===== config.mk =====
export PLATFORM = sky130hd
export DESIGN_NAME = length_prefixed_frame_parser_flat
export DESIGN_NICKNAME = d
export VERILOG_FILES = /design/src/design/lpfp_pkg.sv /design/src/design/lpfp_stream_if.sv /design/src/design/lpfp_csr.sv /design/src/design/lpfp_deframer.sv /design/src/design/length_prefixed_frame_parser.sv /design/src/flat_wrapper.sv
export SDC_FILE = /design/constraint.sdc
export NUM_CORES = 1
export LEC_CHECK = 0
export BUFFER_PORTS_ARGS = -buffer_cell sky130_fd_sc_hd__buf_4
export CAP_MARGIN = 15
export CORE_UTILIZATION = 40
export CTS_CLUSTER_DIAMETER = 120
export DETAILED_ROUTE_END_ITERATION = 16
export MAX_ROUTING_LAYER = met4
export SLEW_MARGIN = 20
export SYNTH_ARGS = -nofsm -noshare
export SYNTH_HDL_FRONTEND = slang
export SYNTH_SLANG_ARGS = --single-unit

===== constraint.sdc =====
create_clock -name clock -period 9.7 [get_ports clock]
set_input_delay 1.455 -clock clock [delete_from_list [all_inputs] [get_ports clock]]
set_output_delay 1.455 -clock clock [all_outputs]
set_load 0.05 [all_outputs]

===== src/design/lpfp_pkg.sv =====
// ----------------------------------------------------------------------------
// lpfp_pkg
// Shared types and constants for the length-prefixed frame parser.
// ----------------------------------------------------------------------------
package lpfp_pkg;

   // Hard ceiling on the body length; the payload length field is 20 bits wide.
   localparam int unsigned BODY_LIMIT     = 1024 * 1024;
   localparam int unsigned FIELD_BODY_CAP = 1048581;
   localparam int unsigned LENGTH_CAP     =
      (BODY_LIMIT < FIELD_BODY_CAP) ? BODY_LIMIT : FIELD_BODY_CAP;

   // Body length covers type (2 bytes) and id (4 bytes).
   localparam int unsigned MIN_BODY     = 6;
   localparam int unsigned LENGTH_BYTES = 4;

   localparam int unsigned MAX_BODY_WIDTH = 21;
   localparam int unsigned TYPE_WIDTH     = 16;
   localparam int unsigned ID_WIDTH       = 32;
   localparam int unsigned PLEN_WIDTH     = 20;

   localparam int unsigned CSR_ADDR_WIDTH = 4;
   localparam int unsigned CSR_DATA_WIDTH = 32;

   // Register indexes (byte address is 4 * index)
   localparam logic [1:0] REG_MAX_BODY_LENGTH  = 2'd0;
   localparam logic [1:0] REG_VALID_TYPE_FIRST = 2'd1;
   localparam logic [1:0] REG_VALID_TYPE_LAST  = 2'd2;

   localparam logic [MAX_BODY_WIDTH-1:0] MAX_BODY_RESET    = 21'd1048576;
   localparam logic [TYPE_WIDTH-1:0]     TYPE_FIRST_RESET  = 16'd1;
   localparam logic [TYPE_WIDTH-1:0]     TYPE_LAST_RESET   = 16'd15;

   // Result kinds
   localparam logic [1:0] KIND_HEADER_BYTE = 2'd0;
   localparam logic [1:0] KIND_HEADER_DONE = 2'd1;
   localparam logic [1:0] KIND_PAYLOAD     = 2'd2;
   localparam logic [1:0] KIND_FATAL       = 2'd3;

   // Error codes
   localparam logic [1:0] ERR_NONE      = 2'd0;
   localparam logic [1:0] ERR_TOO_SHORT = 2'd1;
   localparam logic [1:0] ERR_TOO_LONG  = 2'd2;

   typedef struct packed {
      logic [MAX_BODY_WIDTH-1:0] max_body_length;
      logic [TYPE_WIDTH-1:0]     valid_type_first;
      logic [TYPE_WIDTH-1:0]     valid_type_last;
   } cfg_type;

   typedef struct packed {
      logic [7:0] stream_byte;
   } req_payload_type;

   typedef struct packed {
      logic [1:0]            kind;
      logic [TYPE_WIDTH-1:0] message_type;
      logic [ID_WIDTH-1:0]   message_id;
      logic [PLEN_WIDTH-1:0] payload_length;
      logic [7:0]            payload_data;
      logic                  frame_end;
      logic                  type_known;
      logic [1:0]            error_code;
   } rsp_payload_type;

endpackage


===== src/design/lpfp_stream_if.sv =====
// ----------------------------------------------------------------------------
// lpfp_stream_if
// Valid/ready channel carrying one payload struct per transaction.
// ----------------------------------------------------------------------------
interface lpfp_stream_if #(
   parameter type payload_type = logic
);
   logic        valid;
   logic        ready;
   payload_type payload;

   modport source (output valid, output payload, input ready);
   modport sink   (input valid, input payload, output ready);
endinterface


===== src/design/lpfp_csr.sv =====
// ----------------------------------------------------------------------------
// lpfp_csr
// APB-style register file for the parser limits and valid type range.
// ----------------------------------------------------------------------------
module lpfp_csr (
   input  logic                                   clock,
   input  logic                                   reset,
   input  logic                                   csr_psel,
   input  logic                                   csr_penable,
   input  logic                                   csr_pwrite,
   input  logic [lpfp_pkg::CSR_ADDR_WIDTH-1:0]    csr_paddr,
   input  logic [lpfp_pkg::CSR_DATA_WIDTH-1:0]    csr_pwdata,
   output logic [lpfp_pkg::CSR_DATA_WIDTH-1:0]    csr_prdata,
   output logic                                   csr_pready,
   output lpfp_pkg::cfg_type                      cfg
);

   lpfp_pkg::cfg_type cfg_ff;
   lpfp_pkg::cfg_type cfg_in;
   logic              wr_en;
   logic [1:0]        reg_index;

   assign csr_pready = 1'b1;
   assign reg_index  = csr_paddr[3:2];
   assign wr_en      = csr_psel & csr_penable & csr_pwrite;

   always_comb begin
      cfg_in = cfg_ff;
      if (wr_en) begin
         unique case (reg_index)
            lpfp_pkg::REG_MAX_BODY_LENGTH:
               cfg_in.max_body_length = csr_pwdata[lpfp_pkg::MAX_BODY_WIDTH-1:0];
            lpfp_pkg::REG_VALID_TYPE_FIRST:
               cfg_in.valid_type_first = csr_pwdata[lpfp_pkg::TYPE_WIDTH-1:0];
            lpfp_pkg::REG_VALID_TYPE_LAST:
               cfg_in.valid_type_last = csr_pwdata[lpfp_pkg::TYPE_WIDTH-1:0];
            default: ; // unmapped address, write dropped
         endcase
      end
   end

   always_comb begin
      unique case (reg_index)
         lpfp_pkg::REG_MAX_BODY_LENGTH:
            csr_prdata = lpfp_pkg::CSR_DATA_WIDTH'(cfg_ff.max_body_length);
         lpfp_pkg::REG_VALID_TYPE_FIRST:
            csr_prdata = lpfp_pkg::CSR_DATA_WIDTH'(cfg_ff.valid_type_first);
         lpfp_pkg::REG_VALID_TYPE_LAST:
            csr_prdata = lpfp_pkg::CSR_DATA_WIDTH'(cfg_ff.valid_type_last);
         default:
            csr_prdata = '0;
      endcase
   end

   always_ff @(posedge clock) begin
      if (reset) begin
         cfg_ff.max_body_length  <= lpfp_pkg::MAX_BODY_RESET;
         cfg_ff.valid_type_first <= lpfp_pkg::TYPE_FIRST_RESET;
         cfg_ff.valid_type_last  <= lpfp_pkg::TYPE_LAST_RESET;
      end else begin
         cfg_ff <= cfg_in;
      end
   end

   assign cfg = cfg_ff;

endmodule


===== src/design/lpfp_deframer.sv =====
// ----------------------------------------------------------------------------
// lpfp_deframer
// Input byte register, header/payload state update and result register.
// ----------------------------------------------------------------------------
module lpfp_deframer (
   input  logic                  clock,
   input  logic                  reset,
   input  lpfp_pkg::cfg_type     cfg,
   lpfp_stream_if.sink           req_chan,
   lpfp_stream_if.source         rsp_chan
);

   // Header byte positions
   localparam logic [3:0] POS_LEN_LAST   = 4'd3;
   localparam logic [3:0] POS_TYPE_FIRST = 4'd4;
   localparam logic [3:0] POS_ID_FIRST   = 4'd6;
   localparam logic [3:0] POS_ID_LAST    = 4'd9;
   localparam logic [3:0] POS_PAYLOAD    = 4'd10;

   localparam int unsigned LW = lpfp_pkg::LENGTH_BYTES * 8;
   localparam int unsigned TW = lpfp_pkg::TYPE_WIDTH;
   localparam int unsigned IW = lpfp_pkg::ID_WIDTH;
   localparam int unsigned PW = lpfp_pkg::PLEN_WIDTH;
   localparam int unsigned MW = lpfp_pkg::MAX_BODY_WIDTH;

   // input stage
   logic       in_valid_ff;
   logic [7:0] in_byte_ff;

   // frame state
   logic [3:0]    pos_ff,   pos_in;
   logic [LW-9:0] len_ff,   len_in;    // low three bytes, shifted in order
   logic [TW-1:0] type_ff,  type_in;
   logic [IW-1:0] id_ff,    id_in;
   logic [PW-1:0] plen_ff,  plen_in;
   logic [PW-1:0] rem_ff,   rem_in;
   logic          fatal_ff, fatal_in;
   logic [1:0]    err_ff,   err_in;

   // result stage
   logic                      out_valid_ff;
   lpfp_pkg::rsp_payload_type out_ff;
   lpfp_pkg::rsp_payload_type result;

   logic          advance;
   logic [LW-1:0] len_word;
   logic [LW-1:0] len_less;
   logic [IW-1:0] id_word;
   logic [MW-1:0] eff_max;
   logic          too_short;
   logic          too_long;
   logic          type_ok;

   assign advance        = in_valid_ff & (~out_valid_ff | rsp_chan.ready);
   assign req_chan.ready = ~in_valid_ff | advance;
   assign rsp_chan.valid   = out_valid_ff;
   assign rsp_chan.payload = out_ff;

   assign len_word  = {len_ff, in_byte_ff};
   assign len_less  = len_word - LW'(lpfp_pkg::MIN_BODY);
   assign id_word   = {id_ff[IW-9:0], in_byte_ff};
   assign eff_max   = (cfg.max_body_length < MW'(lpfp_pkg::LENGTH_CAP)) ?
                      cfg.max_body_length : MW'(lpfp_pkg::LENGTH_CAP);
   assign too_short = len_word < LW'(lpfp_pkg::MIN_BODY);
   assign too_long  = len_word > LW'(eff_max);
   assign type_ok   = (type_ff >= cfg.valid_type_first) &&
                      (type_ff <= cfg.valid_type_last);

   always_comb begin
      pos_in   = pos_ff;
      len_in   = len_ff;
      type_in  = type_ff;
      id_in    = id_ff;
      plen_in  = plen_ff;
      rem_in   = rem_ff;
      fatal_in = fatal_ff;
      err_in   = err_ff;
      result   = '0;
      result.kind = lpfp_pkg::KIND_HEADER_BYTE;

      priority if (fatal_ff) begin
         result.kind       = lpfp_pkg::KIND_FATAL;
         result.error_code = err_ff;
      end else if (pos_ff < POS_TYPE_FIRST) begin
         len_in = len_word[LW-9:0];
         pos_in = pos_ff + 4'd1;
         if (pos_ff == POS_LEN_LAST) begin
            plen_in = len_less[PW-1:0];
            if (too_short || too_long) begin
               fatal_in          = 1'b1;
               err_in            = too_short ? lpfp_pkg::ERR_TOO_SHORT
                                             : lpfp_pkg::ERR_TOO_LONG;
               result.kind       = lpfp_pkg::KIND_FATAL;
               result.error_code = err_in;
            end
         end
      end else if (pos_ff < POS_ID_FIRST) begin
         type_in = {type_ff[TW-9:0], in_byte_ff};
         pos_in  = pos_ff + 4'd1;
      end else if (pos_ff < POS_PAYLOAD) begin
         id_in  = id_word;
         pos_in = pos_ff + 4'd1;
         if (pos_ff == POS_ID_LAST) begin
            result.kind           = lpfp_pkg::KIND_HEADER_DONE;
            result.message_type   = type_ff;
            result.message_id     = id_word;
            result.payload_length = plen_ff;
            rem_in                = plen_ff;
            if (plen_ff == '0) begin
               // header-only frame closes here
               result.frame_end  = 1'b1;
               result.type_known = type_ok;
               pos_in            = '0;
            end
         end
      end else begin
         result.kind           = lpfp_pkg::KIND_PAYLOAD;
         result.message_type   = type_ff;
         result.message_id     = id_ff;
         result.payload_length = plen_ff;
         result.payload_data   = in_byte_ff;
         if (rem_ff != '0) begin
            rem_in = rem_ff - PW'(1);
         end
         if (rem_ff <= PW'(1)) begin
            result.frame_end  = 1'b1;
            result.type_known = type_ok;
            pos_in            = '0;
         end
      end
   end

   always_ff @(posedge clock) begin
      if (reset) begin
         in_valid_ff  <= 1'b0;
         out_valid_ff <= 1'b0;
         pos_ff       <= '0;
         fatal_ff     <= 1'b0;
         err_ff       <= lpfp_pkg::ERR_NONE;
      end else begin
         if (req_chan.valid && req_chan.ready) begin
            in_valid_ff <= 1'b1;
         end else if (advance) begin
            in_valid_ff <= 1'b0;
         end
         if (advance) begin
            out_valid_ff <= 1'b1;
            pos_ff       <= pos_in;
            fatal_ff     <= fatal_in;
            err_ff       <= err_in;
         end else if (rsp_chan.ready) begin
            out_valid_ff <= 1'b0;
         end
      end
   end

   always_ff @(posedge clock) begin
      if (req_chan.valid && req_chan.ready) begin
         in_byte_ff <= req_chan.payload.stream_byte;
      end
      if (advance) begin
         len_ff  <= len_in;
         type_ff <= type_in;
         id_ff   <= id_in;
         plen_ff <= plen_in;
         rem_ff  <= rem_in;
         out_ff  <= result;
      end
   end

endmodule


===== src/design/length_prefixed_frame_parser.sv =====
// ----------------------------------------------------------------------------
// length_prefixed_frame_parser
// Deframes a byte stream of length/type/id-prefixed frames.
// ----------------------------------------------------------------------------
// Usage:
//   req_chan takes one stream byte per transaction. rsp_chan returns exactly
//   one result per byte: header byte absorbed, header complete (type, id,
//   payload length), payload byte, or fatal length error. frame_end marks the
//   result that closes a frame and carries type_known for it.
//   The csr_ port holds the maximum body length and the valid type range;
//   write it only while no bytes are in flight.
// Timing:
//   Two register stages (input byte, result); the header/payload state update
//   in lpfp_deframer is combinational between them. A result is registered
//   in the result stage after its byte has passed the input register. One
//   byte per cycle is sustained while rsp_chan is ready.
// Reset:
//   Synchronous reset clears the frame position, any latched fatal error and
//   the pipeline, and restores the register defaults.
// Backpressure:
//   When rsp_chan stalls, the result holds and one more byte can wait in the
//   input register; req_chan ready drops only when both stages are full.
// ----------------------------------------------------------------------------
module length_prefixed_frame_parser (
   input  logic                                clock,
   input  logic                                reset,
   lpfp_stream_if.sink                         req_chan,
   lpfp_stream_if.source                       rsp_chan,
   input  logic                                csr_psel,
   input  logic                                csr_penable,
   input  logic                                csr_pwrite,
   input  logic [lpfp_pkg::CSR_ADDR_WIDTH-1:0] csr_paddr,
   input  logic [lpfp_pkg::CSR_DATA_WIDTH-1:0] csr_pwdata,
   output logic [lpfp_pkg::CSR_DATA_WIDTH-1:0] csr_prdata,
   output logic                                csr_pready
);

   lpfp_pkg::cfg_type cfg;

   lpfp_csr u_csr (
      .clock       (clock),
      .reset       (reset),
      .csr_psel    (csr_psel),
      .csr_penable (csr_penable),
      .csr_pwrite  (csr_pwrite),
      .csr_paddr   (csr_paddr),
      .csr_pwdata  (csr_pwdata),
      .csr_prdata  (csr_prdata),
      .csr_pready  (csr_pready),
      .cfg         (cfg)
   );

   lpfp_deframer u_deframer (
      .clock    (clock),
      .reset    (reset),
      .cfg      (cfg),
      .req_chan (req_chan),
      .rsp_chan (rsp_chan)
   );

endmodule


===== src/flat_wrapper.sv =====
// flat-port wrapper written by rule: the top's interface ports become plain ports
module length_prefixed_frame_parser_flat 
  (clock, reset, csr_psel, csr_penable, csr_pwrite, csr_paddr, csr_pwdata, csr_prdata, csr_pready, req_chan_valid, req_chan_payload, req_chan_ready, rsp_chan_valid, rsp_chan_payload, rsp_chan_ready);
  lpfp_stream_if #(.payload_type(lpfp_pkg::req_payload_type)) req_chan_i ();
  lpfp_stream_if #(.payload_type(lpfp_pkg::rsp_payload_type)) rsp_chan_i ();
  input  logic clock;
  input  logic reset;
  input  logic csr_psel;
  input  logic csr_penable;
  input  logic csr_pwrite;
  input  logic [lpfp_pkg::CSR_ADDR_WIDTH-1:0] csr_paddr;
  input  logic [lpfp_pkg::CSR_DATA_WIDTH-1:0] csr_pwdata;
  output logic [lpfp_pkg::CSR_DATA_WIDTH-1:0] csr_prdata;
  output logic csr_pready;
  input wire logic [$bits(req_chan_i.valid)-1:0] req_chan_valid;
  input wire logic [$bits(req_chan_i.payload)-1:0] req_chan_payload;
  output wire logic [$bits(req_chan_i.ready)-1:0] req_chan_ready;
  output wire logic [$bits(rsp_chan_i.valid)-1:0] rsp_chan_valid;
  output wire logic [$bits(rsp_chan_i.payload)-1:0] rsp_chan_payload;
  input wire logic [$bits(rsp_chan_i.ready)-1:0] rsp_chan_ready;
  assign req_chan_i.valid = req_chan_valid;
  assign req_chan_i.payload = req_chan_payload;
  assign req_chan_ready = req_chan_i.ready;
  assign rsp_chan_valid = rsp_chan_i.valid;
  assign rsp_chan_payload = rsp_chan_i.payload;
  assign rsp_chan_i.ready = rsp_chan_ready;
  length_prefixed_frame_parser u_core (.clock(clock), .reset(reset), .req_chan(req_chan_i), .rsp_chan(rsp_chan_i), .csr_psel(csr_psel), .csr_penable(csr_penable), .csr_pwrite(csr_pwrite), .csr_paddr(csr_paddr), .csr_pwdata(csr_pwdata), .csr_prdata(csr_prdata), .csr_pready(csr_pready));
endmodule

# Word-level counts from Yosys, hierarchy flattened
# Cells that the tools add are included.
# W data, S select, Z words.
# word_totals
regBits	264
latch_bits	0
ram_bits	0
romBits	0
inputBits	51
output_inout_bits	117
word_cells	106
mem_count	0
# classes
add_sub_neg	3
n_mul	0
div_mod_pow	0
order_cmp	9
n_eq_ne	5
n_shift	0
mux	35
bitwise_logic	10
n_reduce_logical	22
# op_table
op	count
$mux W80	1
$mux W70	1
$mux W69	1
$pmux W21 S3	1
$mux W20	3
$gt A32 B21 Y1	1
$lt A32 B3 Y1 const B	1
$mux W2	12
$mux W4	6
$lt A21 B21 Y1 const B	1
$mux W21	1
$le A20 B1 Y1 const B	1
$logic_not A20 Y1	1
$reduce_bool A20 Y1	1
$sub A20 B1 Y20 const B	1
$sub A20 B3 Y20 const B	1
$ge A16 B16 Y1	1
$le A16 B16 Y1	1
$reduce_and A5 Y1	2
$lt A4 B3 Y1 const B	2
$mux W1	8
$mux W8	1
$reduce_and A4 Y1	2
$reduce_and A2 Y1	3
19 further kinds	30

# Depth between registers and ports, before layout
# logic_depth
depth_word	8
mapped_depth	10
mapped_depth_nobuf	9

# By module
# A second synthesis with hierarchy kept.
# unflattened
hier_cells	1029
area_unflattened_um2	12290.5
# by_module_without_submodules
mod	instances	cells_per_inst	area_each_um2	seq_area_each_um2
lpfp_deframer	1	748	9631.7	6246.0
lpfp_csr	1	281	2658.8	1061.0

# Worst setup path after synthesis
# Ideal clock, no wire load.
# synth_timing
path_type	in2out
startpoint	input port csr_paddr[2] (netlist name)
endpoint	output port csr_prdata[10] (netlist name)
t_arrival_ns	3.548
required_ns	8.245
path_slack_ns	4.697
stages	4
n_path_buf	2
path_cell_list	buf_1 buf_1 mux2i_1 o21ai_0
# synth_via
elab_chain_len	2
elab_cells_between_ends	4
cone_classes	eq/ne (2); mux (1); reduce/logical (1)
# synth_lines
element	line	rtl
start, declared	flat_wrapper.sv:11	input logic [lpfp_pkg::CSR_ADDR_WIDTH-1:0] csr_paddr;
$eq A2 B2 Y1, or another cell as far along	lpfp_csr.sv:43	unique case (reg_index)
$pmux W21 S3 *	lpfp_csr.sv:43	
end, declared	flat_wrapper.sv:13	output logic [lpfp_pkg::CSR_DATA_WIDTH-1:0] csr_prdata;
# Every way passes the cells marked *; elsewhere a longest branch is shown, timed or not.

# Worst setup path in the final report
# layout_timing
startpoint	input port csr_paddr[3] (netlist name)
endpoint	output port csr_prdata[0] (netlist name)
# The elaborated chain is that of the path after synthesis.

==> results.md <==
* Met1 WL at 13400 µm
* Die area at 30700 µm²
* Post-Synth Adder-Cell Area at 0.0606
* Tot Pwr at 2.46 mW
* Hpwl dp at 19600 µm
* IO Count at 168
* Reg2Reg Depth at 9
* Cell leakage power at 5.10 nW
* Ys flop type: edfxtp_1
* Max VDD drop at 0.123 mV
* Clk_skew at 0.0153 ns
* Worst Hold Class: reg2reg
* Cts hold-fix bufs at 0
* Setup crit start kind: primary input
* Die Ht at 175 µm
* First-pass detailed-route iteration total at 5
* Number of synthesized flops with an enable pin at 202
* Post-CTS setup buffers at 0
* Multiplexer area fraction after synthesis at 0.0142
* Mapped Cells at 1050
* Highest routed layer: met4
* Power per Cell Area at 172 nW/µm²
* Synth top area share at 0.506
* Max-slew violations at 0
* Type of destination of the critical path: primary output
* Share of cells above drive strength 1 at 0.187
* Area delta synth->final at 19.8%
* Biggest area consumer among synthesized cells: edfxtp_1
* Iter 0 DRT Violations at 766
* Critical Path RT at 8.25 ns
* Worst r2r src: u_core.u_csr.cfg[52]
* DR vias/cell at 5.17
* Count of port buffers added during placement at 142
* Worst Path Max Fanout at 24
* Met2 WL post-DR at 13000 µm
* Wire per inst at 17.7 µm
* Largest family of logic cells by synthesized area: simple AND/OR/NAND/NOR gates
* Worst slew pin tran at 0.990 ns
* R2r setup slk at 6.30 ns
* Min Tclk post-route at 4.15 ns
* Clk sinks at 264
* # rows at 63
* Clock Path Buffers at 3
* Tcrit/Tclk final at 0.428
* Post-Synth Simple-Gate Area at 0.157
* Synth Register Bits at 264
* Routed Antenna Nets at 0
* Syn. warnings at 0
* Fmax at 241 MHz
* Initial antenna violation count at 0
* Inserted Diodes at 0
* Commonest non-fill, non-tap cell in the layout: edfxtp_1
* Fin Setup TNS at 0 ns
* Post-CTS sizing at 0
* RSZ-0062 raised after global routing: false
* GRT overflow at 0
* WS Path Type: in2out
* Clock Root Buffer: clkbuf_16
* Setup violations, final at 0
* Fillcell total at 2710
* Met3 wire length at 1520 µm
* Total CTS buffers at 28
* Mapped Area at 12000 µm²
* Rel. slew slack at 0.338
* Via count at 8283
* Layout Nets at 1299
* Async set or reset register ratio after synthesis at 0
* Die width at 175 µm
* Post-Route WL at 28300 µm
* Final Hold Fails at 0
* Synth area leaders: edfxtp_1, dfxtp_1, ha_1, nand2_1, a21oi_1
* DRC at 0
* Initial core utilization at 0.405
* Synth Area in Compound Gates at 0.0979
* Worst-skew pair later-pin latency at 0.54 ns
* Max_cap viols at 0
* Clock Pin Slew Worst Setup and Hold Paths at 0.06 ns
* Xor-xnor portion of the synthesized cell area at 0.0241
* Largest net degree at the start of global routing at 62
* First-pass GRT wire length at 44400 µm
* CORE AREA at 29600 µm²
* Post-synthesis sequential area ratio at 0.610
* Most used cells in the layout excluding fill and tap cells: edfxtp_1, nand2_1, buf_4
* Synth cell types at 65
* Gpl congestion at 0.857
* Vias in the first global route at 7922
* Avg Cell Area, Syn at 11.4 µm²
* Hold path cells at 0
* Overall Global Routing Usage at 0.190
* H-tree levels at 1
* Worst r2r dst: u_core.u_deframer.rsp_chan.payload[1]
* Status: complete, no violations
* HP Start: u_core.u_deframer.len_ff[14]
* Hold path endpoint: u_core.u_deframer.len_ff[22]
* CTS tree: built
* Critical path arrival at 2.70 ns
-- critical path, stage by stage --
cell and delay (ns):
buf_4 0.24, nor2b_1 0.16, buf_4 0.25, nand2_1 0.08, o21ai_0 0.20, buf_4 0.29
-- registers in the layout, summed over array words and instances, names as in the netlist, 2 cells and up --
| register | flops |
|---|---|
| u_core.u_deframer.len_ff | 24 |
| u_core.u_deframer.rsp_chan.payload | 82 |
| u_core.u_csr.cfg | 53 |
| u_core.u_deframer.pos_ff | 4 |
| u_core.u_deframer.err_ff | 2 |
| u_core.u_deframer.id_ff | 32 |
| u_core.u_deframer.rem_ff | 20 |
| u_core.u_deframer.in_byte_ff | 8 |
| u_core.u_deframer.type_ff | 16 |
| u_core.u_deframer.plen_ff | 20 |
-- synth_stat cells, types with 5 or more instances --
master and count:
edfxtp_1 202, nand2_1 166, nor2_1 74, a21oi_1 68, dfxtp_1 62, ha_1 58
and2_1 47, o21ai_0 44, inv_1 41, clkbuf_1 39, a22oi_1 32, nor3_1 18
nor4_1 18, mux2i_1 17, xor2_1 17, xnor2_1 16, buf_4 12, nand4_1 9
nor2b_1 8, nand3_1 7, a211oi_1 5, buf_1 5, nand2b_1 5, nand3b_1 5
or3_1 5
-- where the power goes --
group | internal, mW | total (mW) | switching (mW)
Sequential | 1.24 | 1.26 | 0.0204
Combinational | 0.0466 | 0.162 | 0.116
Clock | 0.613 | 1.04 | 0.430
Total | 1.90 | 2.46 | 0.566
-- worst max-delay path by stage --
stage | startpoint | end
after floorplan | csr_paddr[2] | csr_prdata[10]
after global placement | csr_paddr[3] | csr_prdata[1]
after detailed placement | csr_paddr[3] | csr_prdata[1]
after CTS | csr_paddr[3] | csr_prdata[1]
after global routing | csr_paddr[3] | csr_prdata[0]
final | csr_paddr[3] | csr_prdata[0]
-- cell type report --
type                    instances  area, µm²  area share
well taps                     390        488      0.0340
flip-flops and latches        264       7310       0.509
multi-input cells             697       4320       0.301
clock buffers                  38        738      0.0514
clock inverters                14        156      0.0109
repair buffers                158       1190      0.0826
inverters                      41        155      0.0108
-- per-stage QoR --
step,instances,worst slack [ns],util,area [µm²],hold slack [ns]
floorplan,1060,4.70,-,12000,0.427
detailed placement,1550,5.58,0.455,13500,0.439
global placement,1550,5.58,0.455,13500,0.436
finish,1602,5.55,0.486,14400,0.452
global route,1602,5.47,0.486,14400,0.458
CTS,1602,5.57,0.486,14400,0.453
-- routing by layer --
metal,GRT usage,vias up
li1,-,4022
met1,0.270,3968
met2,0.292,258
met3,0.0252,35
met4,0.0359,0
met5,-,-
-- kinds of logic after synthesis --
| family | after synthesis |
|---|---|
| other | 2 |
| multiplexers | 17 |
| AO/OA/AOI/OAI | 189 |
| adder cells (fa/ha/maj) | 58 |
| flip-flops | 264 |
| XOR/XNOR | 33 |
| AND/OR/NAND/NOR | 388 |
| buffers and inverters | 99 |
Power figures use the tool's default switching activity.
